==> src/rtl/md5_pkg.sv <==
// Package for the md5 core: constants, command/status types, round tables.
// No dependencies.
package md5_pkg;
  localparam logic [31:0] INIT_A = 32'h67452301;
  localparam logic [31:0] INIT_B = 32'hEFCDAB89;
  localparam logic [31:0] INIT_C = 32'h98BADCFE;
  localparam logic [31:0] INIT_D = 32'h10325476;

  typedef enum logic [2:0] {
    BSEL_DATA = 3'b001,
    BSEL_PAD  = 3'b010,
    BSEL_ZERO = 3'b100
  } bsel_t;

  typedef struct packed {
    logic        buf_we;
    logic [5:0]  buf_addr;
    bsel_t       buf_sel;
    logic        cnt_inc;
    logic        len_we;
    logic        rnd_start;
    logic        rnd_step;
    logic        chain_add;
    logic        chain_init;
    logic [1:0]  word_sel;
  } md5_cmd_t;

  typedef struct packed {
    logic [5:0]  cnt_lo;
    logic [5:0]  rnd;
  } md5_stat_t;

  function automatic logic [31:0] round_k(input logic [5:0] i);
    logic [31:0] t [64];
    t = '{
      32'hD76AA478, 32'hE8C7B756, 32'h242070DB, 32'hC1BDCEEE, 32'hF57C0FAF, 32'h4787C62A,
      32'hA8304613, 32'hFD469501, 32'h698098D8, 32'h8B44F7AF, 32'hFFFF5BB1, 32'h895CD7BE,
      32'h6B901122, 32'hFD987193, 32'hA679438E, 32'h49B40821, 32'hF61E2562, 32'hC040B340,
      32'h265E5A51, 32'hE9B6C7AA, 32'hD62F105D, 32'h02441453, 32'hD8A1E681, 32'hE7D3FBC8,
      32'h21E1CDE6, 32'hC33707D6, 32'hF4D50D87, 32'h455A14ED, 32'hA9E3E905, 32'hFCEFA3F8,
      32'h676F02D9, 32'h8D2A4C8A, 32'hFFFA3942, 32'h8771F681, 32'h6D9D6122, 32'hFDE5380C,
      32'hA4BEEA44, 32'h4BDECFA9, 32'hF6BB4B60, 32'hBEBFBC70, 32'h289B7EC6, 32'hEAA127FA,
      32'hD4EF3085, 32'h04881D05, 32'hD9D4D039, 32'hE6DB99E5, 32'h1FA27CF8, 32'hC4AC5665,
      32'hF4292244, 32'h432AFF97, 32'hAB9423A7, 32'hFC93A039, 32'h655B59C3, 32'h8F0CCC92,
      32'hFFEFF47D, 32'h85845DD1, 32'h6FA87E4F, 32'hFE2CE6E0, 32'hA3014314, 32'h4E0811A1,
      32'hF7537E82, 32'hBD3AF235, 32'h2AD7D2BB, 32'hEB86D391};
    return t[i];
  endfunction

  function automatic logic [4:0] round_s(input logic [5:0] i);
    logic [4:0] t [16];
    t = '{5'd7, 5'd12, 5'd17, 5'd22, 5'd5, 5'd9, 5'd14, 5'd20,
          5'd4, 5'd11, 5'd16, 5'd23, 5'd6, 5'd10, 5'd15, 5'd21};
    return t[{i[5:4], i[1:0]}];
  endfunction

  function automatic logic [3:0] round_g(input logic [5:0] i);
    logic [3:0] r;
    unique case (i[5:4])
      2'd0: r = i[3:0];
      2'd1: r = 4'((5 * i) + 1);
      2'd2: r = 4'((3 * i) + 5);
      default: r = 4'(7 * i);
    endcase
    return r;
  endfunction
endpackage

==> src/rtl/md5_if.sv <==
// Valid/ready channel interfaces for the md5 core.
// Depends on nothing.
interface md5_in_if;
  logic       valid;
  logic       ready;
  logic [7:0] data_byte;
  logic       byte_valid;
  logic       last_byte;
  modport source (output valid, data_byte, byte_valid, last_byte, input ready);
  modport sink (input valid, data_byte, byte_valid, last_byte, output ready);
endinterface

interface md5_out_if;
  logic        valid;
  logic        ready;
  logic [31:0] digest_word;
  logic [1:0]  word_index;
  logic        last_word;
  modport source (output valid, digest_word, word_index, last_word, input ready);
  modport sink (input valid, digest_word, word_index, last_word, output ready);
endinterface

==> src/rtl/md5_dp.sv <==
// md5 datapath: block buffer memory, byte counter, round unit, chain words.
// Depends on md5_pkg.
module md5_dp (
  input  logic              clk,
  input  logic              rst_n,
  input  md5_pkg::md5_cmd_t cmd,
  input  logic [7:0]        data_byte,
  output md5_pkg::md5_stat_t stat,
  output logic [31:0]       word_out
);
  import md5_pkg::*;

  logic [7:0]  mem [64];
  logic [63:0] cnt_r, cnt_nxt;
  logic [31:0] a_r, b_r, c_r, d_r;
  logic [31:0] h_r [4];
  logic [5:0]  rnd_r;
  logic [31:0] w_r;
  logic [7:0]  wb_r [4];
  logic [1:0]  wb_cnt_r;
  logic [7:0]  wr_data;
  logic [63:0] bits;
  logic [5:0]  rd_addr;
  logic [31:0] f, sum, rot;
  logic [4:0]  s;

  // Round unit reads one byte per fetch cycle and builds each round word from four bytes.
  assign bits = {cnt_r[60:0], 3'b000};
  always_comb begin
    unique case (cmd.buf_sel)
      BSEL_DATA: wr_data = data_byte;
      BSEL_PAD:  wr_data = 8'h80;
      default:   wr_data = 8'h00;
    endcase
    if (cmd.len_we) wr_data = bits[{cmd.buf_addr[2:0], 3'b000} +: 8];
  end

  assign rd_addr = {round_g(rnd_r), wb_cnt_r};

  always_ff @(posedge clk) begin
    if (cmd.buf_we) mem[cmd.buf_addr] <= wr_data;
    wb_r[wb_cnt_r] <= mem[rd_addr];
  end

  assign cnt_nxt = cmd.chain_init ? 64'd0 : cnt_r + 64'(cmd.cnt_inc);

  always_comb begin
    unique case (rnd_r[5:4])
      2'd0: f = d_r ^ (b_r & (c_r ^ d_r));
      2'd1: f = c_r ^ (d_r & (b_r ^ c_r));
      2'd2: f = b_r ^ c_r ^ d_r;
      default: f = c_r ^ (b_r | ~d_r);
    endcase
    s   = round_s(rnd_r);
    sum = a_r + f + round_k(rnd_r) + w_r;
    rot = (sum << s) | (sum >> (6'd32 - {1'b0, s}));
  end

  always_ff @(posedge clk) begin
    if (!rst_n) begin
      cnt_r    <= '0;
      rnd_r    <= '0;
      wb_cnt_r <= '0;
      h_r      <= '{INIT_A, INIT_B, INIT_C, INIT_D};
    end else begin
      cnt_r <= cnt_nxt;
      if (cmd.rnd_start) begin
        a_r <= h_r[0]; b_r <= h_r[1]; c_r <= h_r[2]; d_r <= h_r[3];
        rnd_r <= '0;
        wb_cnt_r <= '0;
      end else if (cmd.rnd_step) begin
        a_r <= d_r; d_r <= c_r; c_r <= b_r; b_r <= b_r + rot;
        rnd_r <= rnd_r + 6'd1;
      end else begin
        wb_cnt_r <= wb_cnt_r + 2'd1;
        w_r <= {mem[rd_addr], wb_r[2], wb_r[1], wb_r[0]};
      end
      if (cmd.chain_add) begin
        h_r[0] <= h_r[0] + a_r; h_r[1] <= h_r[1] + b_r;
        h_r[2] <= h_r[2] + c_r; h_r[3] <= h_r[3] + d_r;
      end else if (cmd.chain_init) begin
        h_r <= '{INIT_A, INIT_B, INIT_C, INIT_D};
      end
    end
  end

  assign stat.cnt_lo = cnt_r[5:0];
  assign stat.rnd    = rnd_r;
  assign word_out    = h_r[cmd.word_sel];
endmodule

==> src/rtl/md5_ctrl.sv <==
// md5 controller: byte intake, padding sequence, round and output sequencing.
// Depends on md5_pkg.
module md5_ctrl (
  input  logic               clk,
  input  logic               rst_n,
  input  logic               in_valid,
  output logic               in_ready,
  input  logic               byte_valid,
  input  logic               last_byte,
  output logic               out_valid,
  input  logic               out_ready,
  output logic [1:0]         word_index,
  output md5_pkg::md5_cmd_t  cmd,
  input  md5_pkg::md5_stat_t stat
);
  import md5_pkg::*;

  typedef enum logic [6:0] {
    S_IDLE  = 7'b0000001,
    S_PAD   = 7'b0000010,
    S_START = 7'b0000100,
    S_FETCH = 7'b0001000,
    S_ROUND = 7'b0010000,
    S_ADD   = 7'b0100000,
    S_OUT   = 7'b1000000
  } state_t;

  state_t     st_r, st_nxt;
  logic [5:0] pa_r, pa_nxt;
  logic [1:0] fc_r, fc_nxt;
  logic [1:0] wi_r, wi_nxt;
  logic       fin_r, fin_nxt;
  logic       padded_r, padded_nxt;
  logic       xblk_r, xblk_nxt;
  logic       acc;
  // lenok: this padding pass writes the final block
  logic       lenok, lenblk_r, lenblk_nxt;

  assign in_ready   = (st_r == S_IDLE);
  assign acc        = in_valid && in_ready;
  assign out_valid  = (st_r == S_OUT);
  assign word_index = wi_r;

  always_comb begin
    cmd        = '0;
    cmd.buf_sel = BSEL_ZERO;
    cmd.word_sel = wi_r;
    st_nxt = st_r; pa_nxt = pa_r; fc_nxt = fc_r; wi_nxt = wi_r;
    fin_nxt = fin_r; padded_nxt = padded_r; xblk_nxt = xblk_r;
    unique case (st_r)
      S_IDLE: begin
        xblk_nxt = 1'b0;
        if (acc) begin
          cmd.buf_addr = stat.cnt_lo;
          cmd.buf_sel  = BSEL_DATA;
          cmd.buf_we   = byte_valid;
          cmd.cnt_inc  = byte_valid;
          fin_nxt      = last_byte;
          padded_nxt   = 1'b0;
          if (byte_valid && stat.cnt_lo == 6'h3F) st_nxt = S_START;
          else if (last_byte) begin
            st_nxt = S_PAD;
            pa_nxt = byte_valid ? stat.cnt_lo + 6'd1 : stat.cnt_lo;
          end
        end
      end
      S_PAD: begin
        cmd.buf_addr = pa_r;
        cmd.buf_we   = 1'b1;
        cmd.buf_sel  = (pa_r == stat.cnt_lo && !padded_r) ? BSEL_PAD : BSEL_ZERO;
        padded_nxt   = 1'b1;
        pa_nxt = pa_r + 6'd1;
        if (pa_r == 6'h3F) st_nxt = S_START;
      end
      S_START: begin
        cmd.rnd_start = 1'b1;
        fc_nxt = 2'd0;
        st_nxt = S_FETCH;
      end
      S_FETCH: begin
        fc_nxt = fc_r + 2'd1;
        if (fc_r == 2'd3) st_nxt = S_ROUND;
      end
      S_ROUND: begin
        cmd.rnd_step = 1'b1;
        st_nxt = (stat.rnd == 6'h3F) ? S_ADD : S_FETCH;
      end
      S_ADD: begin
        cmd.chain_add = 1'b1;
        if (!fin_r) st_nxt = S_IDLE;
        else if (!padded_r) begin
          st_nxt = S_PAD; pa_nxt = stat.cnt_lo;
        end else if (lenblk_r) begin
          st_nxt = S_OUT; wi_nxt = 2'd0;
        end else begin
          st_nxt = S_PAD; pa_nxt = 6'd0; xblk_nxt = 1'b1;
        end
      end
      default: begin
        if (out_ready) begin
          wi_nxt = wi_r + 2'd1;
          if (wi_r == 2'd3) begin
            cmd.chain_init = 1'b1;
            st_nxt = S_IDLE;
          end
        end
      end
    endcase
    // length bytes occupy 56..63 of the block that will be the final one
    if (st_r == S_PAD && pa_r >= 6'd56 && lenok) cmd.len_we = 1'b1;
  end

  // no room for the length after 56 bytes: it goes into an extra block
  assign lenok = (stat.cnt_lo < 6'd56) || xblk_r;
  always_comb begin
    lenblk_nxt = lenblk_r;
    if (st_r == S_IDLE) lenblk_nxt = 1'b0;
    else if (st_r == S_PAD && pa_r == 6'h3F) lenblk_nxt = lenok || lenblk_r;
  end

  always_ff @(posedge clk) begin
    if (!rst_n) begin
      st_r <= S_IDLE; pa_r <= '0; fc_r <= '0; wi_r <= '0;
      fin_r <= 1'b0; padded_r <= 1'b0; lenblk_r <= 1'b0; xblk_r <= 1'b0;
    end else begin
      st_r <= st_nxt; pa_r <= pa_nxt; fc_r <= fc_nxt; wi_r <= wi_nxt;
      fin_r <= fin_nxt; padded_r <= padded_nxt; lenblk_r <= lenblk_nxt;
      xblk_r <= xblk_nxt;
    end
  end
endmodule

==> src/rtl/md5_message_digest_core.sv <==
// MD5 core top level: one message byte per request, four digest words out.
// Depends on md5_pkg, md5_if, md5_ctrl, md5_dp.
// Input waits while busy; a full 64-byte block then runs 64 rounds on one
// shared round unit, each round preceded by four block-buffer reads (one byte
// port), per block: start, 64 x (four reads, one round), add. A last request
// adds up to 64 padding bytes per final block, then four output words.
module md5_message_digest_core (
  input logic clk,
  input logic rst_n,
  md5_in_if.sink    in_ch,
  md5_out_if.source out_ch
);
  import md5_pkg::*;

  md5_cmd_t  cmd;
  md5_stat_t stat;
  logic [31:0] word;

  md5_ctrl u_ctrl (
    .clk, .rst_n,
    .in_valid(in_ch.valid), .in_ready(in_ch.ready),
    .byte_valid(in_ch.byte_valid), .last_byte(in_ch.last_byte),
    .out_valid(out_ch.valid), .out_ready(out_ch.ready),
    .word_index(out_ch.word_index), .cmd(cmd), .stat(stat)
  );

  md5_dp u_dp (
    .clk, .rst_n, .cmd(cmd), .data_byte(in_ch.data_byte), .stat(stat), .word_out(word)
  );

  assign out_ch.digest_word = word;
  assign out_ch.last_word   = (out_ch.word_index == 2'd3);
endmodule

==> src/flat_wrapper.sv <==
// flat-port wrapper written by rule: the top's interface ports become plain ports
module md5_message_digest_core_flat import md5_pkg::*;
  (clk, rst_n, in_ch_valid, in_ch_data_byte, in_ch_byte_valid, in_ch_last_byte, in_ch_ready, out_ch_valid, out_ch_digest_word, out_ch_word_index, out_ch_last_word, out_ch_ready);
  md5_in_if in_ch_i ();
  md5_out_if out_ch_i ();
  input logic clk;
  input logic rst_n;
  input wire logic [$bits(in_ch_i.valid)-1:0] in_ch_valid;
  input wire logic [$bits(in_ch_i.data_byte)-1:0] in_ch_data_byte;
  input wire logic [$bits(in_ch_i.byte_valid)-1:0] in_ch_byte_valid;
  input wire logic [$bits(in_ch_i.last_byte)-1:0] in_ch_last_byte;
  output wire logic [$bits(in_ch_i.ready)-1:0] in_ch_ready;
  output wire logic [$bits(out_ch_i.valid)-1:0] out_ch_valid;
  output wire logic [$bits(out_ch_i.digest_word)-1:0] out_ch_digest_word;
  output wire logic [$bits(out_ch_i.word_index)-1:0] out_ch_word_index;
  output wire logic [$bits(out_ch_i.last_word)-1:0] out_ch_last_word;
  input wire logic [$bits(out_ch_i.ready)-1:0] out_ch_ready;
  assign in_ch_i.valid = in_ch_valid;
  assign in_ch_i.data_byte = in_ch_data_byte;
  assign in_ch_i.byte_valid = in_ch_byte_valid;
  assign in_ch_i.last_byte = in_ch_last_byte;
  assign in_ch_ready = in_ch_i.ready;
  assign out_ch_valid = out_ch_i.valid;
  assign out_ch_digest_word = out_ch_i.digest_word;
  assign out_ch_word_index = out_ch_i.word_index;
  assign out_ch_last_word = out_ch_i.last_word;
  assign out_ch_i.ready = out_ch_ready;
  md5_message_digest_core u_core (.clk(clk), .rst_n(rst_n), .in_ch(in_ch_i), .out_ch(out_ch_i));
endmodule
==> config.mk <==
export PLATFORM = sky130hd
export DESIGN_NAME = md5_message_digest_core_flat
export DESIGN_NICKNAME = d
export VERILOG_FILES = /design/src/rtl/md5_pkg.sv /design/src/rtl/md5_if.sv /design/src/rtl/md5_dp.sv /design/src/rtl/md5_ctrl.sv /design/src/rtl/md5_message_digest_core.sv /design/src/flat_wrapper.sv
export SDC_FILE = /design/constraint.sdc
export NUM_CORES = 2
export LEC_CHECK = 0
export BUFFER_PORTS_ARGS = -buffer_cell sky130_fd_sc_hd__buf_2
export CAP_MARGIN = 10
export CORE_ASPECT_RATIO = 0.9
export CORE_MARGIN = 5
export CORE_UTILIZATION = 58
export DETAILED_ROUTE_END_ITERATION = 8
export GPL_TIMING_DRIVEN = 0
export PLACE_DENSITY = 0.74
export SYNTH_ARGS = -nofsm -noshare
export SYNTH_HDL_FRONTEND = slang
export SYNTH_SLANG_ARGS = --single-unit
==> constraint.sdc <==
create_clock -name clk -period 26.3 [get_ports clk]
set_clock_uncertainty 0.2 [all_clocks]
set_input_delay 5.26 -clock clk [delete_from_list [all_inputs] [get_ports clk]]
set_output_delay 5.26 -clock clk [all_outputs]
set_load 0.02 [all_outputs]
; Word-level counts from Yosys, hierarchy flattened
; Memory sizes are Yosys's and may differ from the RTL's. A register that Yosys moved wholly into a read port is not among the register bits.
; Cells that the tools add are included.
[classes]
n_addsub = 18
multipliers = 3
order_cmp = 5
eq_ne = 28
n_shift = 3
n_mux = 66
bitwise = 18
n_reduce_logical = 32
[op_table]
columns = cell, count
row1 = two-way mux 32 bit, 12
row2 = adder 32 bit, 8
row3 = two-way mux 128 bit, 2
row4 = XOR 32 bit, 6
row5 = case mux 32 bit (3 select lines), 1
row6 = two-way mux 7 bit, 10
row7 = adder 64 x 1 -> 64 bit, 1
row8 = bitwise AND 32 bit, 2
row9 = binary-select mux 32 bit (select 2 bit), 1
row10 = OR 32 bit, 2
row11 = variable part select 64 x 7 -> 8 bit, 1
row12 = two-way mux 6 bit, 8
row13 = case mux 7 bit (6 select lines), 1
row14 = inverter 32 bit, 1
row15 = left shift 32 x 5 -> 32 bit, 1
row16 = right shift 32 x 6 -> 32 bit, 1
row17 = case mux 10 bit (2 select lines), 1
row18 = "adder 6 x 1 -> 6 bit, second input constant", 3
row19 = "== test 6 bit, second input constant", 3
row20 = case mux 6 bit (3 select lines), 1
row21 = "!= test 2 bit, second input constant", 8
row22 = case mux 8 bit (2 select lines), 1
row23 = two-way mux 1 bit, 14
row24 = nonzero test 7 bit, 2
row25 = other kinds (52), 82
[word_totals]
reg_bits = 381
ramBits = 544
romBits = 2128
input_bits = 14
memories = 4
[memory_table]
columns = name, words, word_bits, rd, rd_ports_with_merged_regs, write_ports, line_no
row1 = (no name shown), 64, 32, 1, 0, 0, md5_pkg.sv:47  ; return t[i];
row2 = u_core.u_dp.mem, 64, 8, 1, 0, 1, md5_dp.sv:13  ; logic [7:0] mem [64];
row3 = (no name shown), 16, 5, 1, 0, 0, md5_pkg.sv:54  ; return t[{i[5:4], i[1:0]}];
row4 = u_core.u_dp.wb_r, 4, 8, 3, 3, 1, md5_dp.sv:19  ; logic [7:0] wb_r [4];

; Longest topological paths before layout
[logic_depth]
ltp_word = 12
depth_mapped = 40
mapped_depth_nobuf = 36

; Hierarchy
; A second synthesis with hierarchy kept.
[unflattened]
hier_cells = 5395
area_unflattened_um2 = 56970.9
[by_module_without_submodules]
columns = mod, instances, cells_per_inst, area_each_um2
row1 = md5_dp, 1, 5152, 55164.2
row2 = md5_ctrl, 1, 242, 1800.5
row3 = md5_message_digest_core, 1, 1, 6.3

; Worst setup path after synthesis
; OpenSTA, ideal clock, no wires.
[synth_path]
path_kind = in2reg
start = in in_ch_valid
end = mem u_core.u_dp.mem[0][2] (data pin)
t_arrival_ns = 9.356
t_required_ns = 25.398
path_slack_ns = 16.042
stages = 9
cell_sequence = and2_0 -> clkbuf_1 -> a22oi_1 -> clkbuf_1 -> clkbuf_1 -> nand2_1 -> a311oi_1 -> a21oi_1 -> o21ai_0
[synth_between]
elab_chain_len = 6
elab_cells_between_ends = 8
[synth_lines]
columns = item, line_no
row1 = "start, declared", flat_wrapper.sv:8  ; input wire logic [$bits(in_ch_i.valid)-1:0] in_ch_valid;
row2 = logical AND 1 bit *, md5_ctrl.sv:40  ; assign acc = in_valid && in_ready;
row3 = two-way mux 11 bit *, md5_ctrl.sv:53  ; if (acc) begin
row4 = case mux 10 bit (2 select lines) *, md5_ctrl.sv:50  ; unique case (st_r)
row5 = branches (longest 2 deep; another with variable part select 64 x 7 -> 8 bit), -
row6 = two-way mux 8 bit *, md5_dp.sv:35  ; if (cmd.len_we) wr_data = bits[{cmd.buf_addr[2:0], 3'b000} +: 8];
row7 = named net u_core.u_dp.wr_data[2], md5_dp.sv:21  ; logic [7:0] wr_data;
row8 = "end, declared", md5_dp.sv:13
; Mark *: on every way through the listed nets, which the timed path passes.

; Worst setup path in the final report
[layout_path]
start = reg u_core.u_dp.rnd_r[0]
end = reg u_core.u_dp.b_r[31] (data pin)
[layout_between]
elab_chain_len = 11
elab_cells_between_ends = 17
[layout_lines]
columns = item, line_no
row1 = "start, declared", md5_dp.sv:17  ; logic [5:0] rnd_r;
row2 = "start signal, assigned", md5_dp.sv:73  ; rnd_r <= rnd_r + 6'd1;
row3 = inverter 6 -> 7 bit (not written as such), md5_pkg.sv:47
row4 = memory read (64 x 32 bit), -
row5 = two-way mux 32 bit (not written as such) (2 in a row), md5_pkg.sv:47
row6 = adder 32 bit (2 in a row), md5_dp.sv:55  ; sum = a_r + f + round_k(rnd_r) + w_r;
row7 = right shift 32 x 6 -> 32 bit or left shift 32 x 5 -> 32 bit (tied branches), md5_dp.sv:56  ; rot = (sum << s) | (sum >> (6'd32 - {1'b0, s}));
row8 = OR 32 bit *, md5_dp.sv:56
row9 = adder 32 bit *, md5_dp.sv:72  ; a_r <= d_r; d_r <= c_r; c_r <= b_r; b_r <= b_r + rot;
row10 = two-way mux 32 bit *, md5_dp.sv:71  ; end else if (cmd.rnd_step) begin
row11 = two-way mux 32 bit *, md5_dp.sv:67  ; if (cmd.rnd_start) begin
row12 = "end signal, assigned", md5_dp.sv:68  ; a_r <= h_r[0]; b_r <= h_r[1]; c_r <= h_r[2]; d_r <= h_r[3];
row13 = "end signal, assigned", md5_dp.sv:72
row14 = "end, declared", md5_dp.sv:15  ; logic [31:0] a_r, b_r, c_r, d_r;
; Mark *: on every way between the ends. The rest lies on a longest branch, timed or not. The select of a mux whose other input is x is not followed.
; A chain may end at the register's enable or synchronous reset.

==> impl_metrics.toml <==
[worst_setup_path]
required_ns = 26.61
arrival_ns = 14.82
cp-start-kind = "flop"
critPathLaunch = "u_core.u_dp.rnd_r[0]"
ff2ff_path_depth = 39
worst_r2r_endpoint = "u_core.u_dp.b_r[31]"
worstSetupEndpointType = "flop"
slowest_stage = "a2111oi_0"
crit_type = "reg -> reg"
rrSetupSlack_ns = 11.80
critPathMaxFanout = 11
regToRegStartpoint = "u_core.u_dp.rnd_r[0]"
endpoint = "u_core.u_dp.b_r[31]"
crit_top_cell = "clkbuf_1"
slowest_delay_ns = 1.10

[grt]
grt_max_degree = 53
met2_usage_pct = 62.1
grt_overflow = 0
gr-usage-met1_pct = 49.9
track_usage_pct = 38.8
antenna_found_initial = 5
use_met3_pct = 7.78
grt_pass1_wl_um = 303000
grt_pass1_vias = 46200
busiest_layer = "met2"

[floorplan]
die_h_um = 306
num_rows = 108
initial_utilization_pct = 58.6
die_w_um = 339
core_um2 = 96600
die-area_um2 = 104000
ios = 51

[route]
num_vias = 48800
ant_nets = 0
wl_um = 208000
avgRoutedWirePerCell_um = 29.5
drt_iter0_drc = 7261
routed_via_density = 6.91
first_pass_iters = 9
drc_errors = 2

[job]
cap_violations = 0

[synth]
synth_xor_area_share_pct = 4.35
synth_nets = 5866
synthAdderAreaFrac_pct = 7.61
synth_largest_area_cell = "edfxtp_1"
muxShareOfSynthArea_pct = 9.58
synth_compound_area_share_pct = 16.2
synthTopCellsByCount = "nand2_1 (749), edfxtp_1 (696), nor2_1 (429)"
avgSynthCellArea_um2 = 10.2
synth_top_family_by_area = "compound AO/OA/AOI/OAI gates"
synthArstFlopShare_pct = 0
yosys.area_share.simple_pct = 14.0
synth_area_leaders = "edfxtp_1 (37%), dfxtp_1 (7.7%), mux4_2 (7.1%)"
seq_area_frac_synth_pct = 44.6
ys_types = 87
synth_edf_count = 696
ys_ff_latch = 914
syn_inst = 5551
synth_top_cell_area_share_pct = 36.9
yosys_warnings = 0
ys.flop_type = "edfxtp_1"
yosysMostFrequentCell = "nand2_1"
syn-cell-area_um2 = 56600

[timing]
slew_viol_final = 0
min_period_ns = 14.50
holdWs_ns = 0.196
hold_violations = 0
finalSetupViolCount = 0
period_share_pct = 55.1
fin_setup_tns_ns = 0
slew_headroom_pct = 12.3
tightest_slew_ns = 1.30
max_freq_mhz = 68.9
rsz0062_at_grt = "false"

[place]
placedCellCount = 6881
portBuffers = 48
gp_congestion = 1.05
dpl_cell_area_um2 = 58800
dpl.hpwl_um = 154000

[clocking]
postCtsSetupRepairBufs = 0
clockBufferDepth = 3
clk_pin_slew_ns = 0.07
cts_tree = "done"
numCtsBuffers = 92
cts_root_buffer = "clkbuf_16"
cts_sinks = 914
cts.repair.resized = 0
clkLatencyLatePin_ns = 0.69
cts_hold_buffers = 0
cts_max_level = 3

[cells_and_area]
fin_util_pct = 64.0
drive_above_1_share_pct = 7.84
final_nets = 6031
final_cells = 7063
area_delta_synth_final_pct = 9.28
design_area_um2 = 61900
nFillCells = 7753

[hold_path]
hold_path.class = "reg -> reg"

[power]
p_leak_nw = 22.5
powerDensity_nw_per_um2 = 64.6
ir_drop_v = 0.0000782

[status]
violations = "design-rule violations"
status = "finished, violations left"
[through the flow]
| stage | setup slack, ns | power (W) |
|---|---|---|
| after floorplan | 16.04 | 0.00234 |
| after global placement | 12.06 | 0.00267 |
| after detailed placement | 12.59 | 0.00268 |
| after CTS | 12.55 | 0.00397 |
| after global routing | 11.72 | 0.00413 |
| final | 11.80 | 0.00400 |
[cells in the final DEF, fill, tap and decap left out, drive strengths merged, types with 22 or more instances in the layout]
cell type,count
nor3,159
o22ai,81
or3,27
ha,230
clkinv,47
dfxtp,218
o21bai,31
xor2,118
a221oi,30
mux4,179
nor2,429
fa,71
mux2i,128
edfxtp,696
a211oi,97
o21a,32
nand2b,43
and3,34
a21oi,401
a22oi,65
a311oi,22
nand4,29
a21o,93
nor2b,108
inv,213
o21ai,286
clkbuf,363
o211ai,36
xnor2,163
buf,138
nand2,749
a31oi,59
nand3,109
[worst max-delay path, delay by kind of cell (launching register included)]
family          cells  cell delay (ns)
simple gates        5             1.32
buf+inv             7             2.43
flops               1             0.59
xor+xnor            1             0.64
fa+ha+maj           5             1.99
mux                 2             0.94
compound gates     19             6.18
[where the power goes]
part	switching [W]	internal, W
Combinational	0.000679	0.000368
Sequential	0.0000149	0.00163
Clock	0.000594	0.000714
[cell families after synthesis]
group                      after synthesis
and+or+nand+nor                       1780
AOI/OAI and AO/OA                     1422
adders and majority gates              302
buffers and inverters                  535
DFF                                    914
xor gates and xnor gates               281
muxes                                  317
[per-layer routing]
layer	routed length, um	up-vias	share of wire (%)
li1	-	21000	-
met2	94700	3427	45
met1	76900	23600	37
met4	14600	2	7.0
met5	131	-	0.063
met3	21800	778	10
[flip-flops by register name (all words and copies together), names as in the netlist, 7 cells and up]
signal	count
u_core.u_dp.a_r	32
u_core.u_dp.d_r	32
u_core.u_dp.wb_r	24
u_core.u_dp.w_r	32
u_core.u_ctrl.st_r	7
u_core.u_dp.c_r	32
u_core.u_dp.cnt_r	61
u_core.u_dp.mem	512
u_core.u_dp.h_r	128
u_core.u_dp.b_r	32
[how the worst min path moves through the flow]
stage / startpoint / endpoint / cells after the start
floorplan: u_core.u_dp.wb_r[0][0] / u_core.u_dp.w_r[0] / 0
finish: u_core.u_dp.wb_r[0][6] / u_core.u_dp.w_r[6] / 0
CTS: u_core.u_dp.wb_r[0][6] / u_core.u_dp.w_r[6] / 0
global placement: u_core.u_dp.wb_r[2][3] / u_core.u_dp.w_r[19] / 0
global route: u_core.u_dp.wb_r[0][6] / u_core.u_dp.w_r[6] / 0
detailed placement: u_core.u_dp.wb_r[1][4] / u_core.u_dp.w_r[12] / 0
[area by class of cell]
| type | instances | area (um^2) | area share, % |
|---|---|---|---|
| plain buffers | 322 | 1230 | 1.99 |
| inverters | 213 | 800 | 1.29 |
| repair buffers | 71 | 583 | 0.943 |
| clock buffers | 108 | 2400 | 3.89 |
| flip-flops and latches | 914 | 25300 | 40.8 |
| multi-input cells | 4102 | 29400 | 47.5 |
| well taps | 1265 | 1580 | 2.56 |
| clock inverters | 63 | 581 | 0.939 |
| diodes | 5 | 12.5 | 0.0202 |
Power figures use the tool's default switching activity.
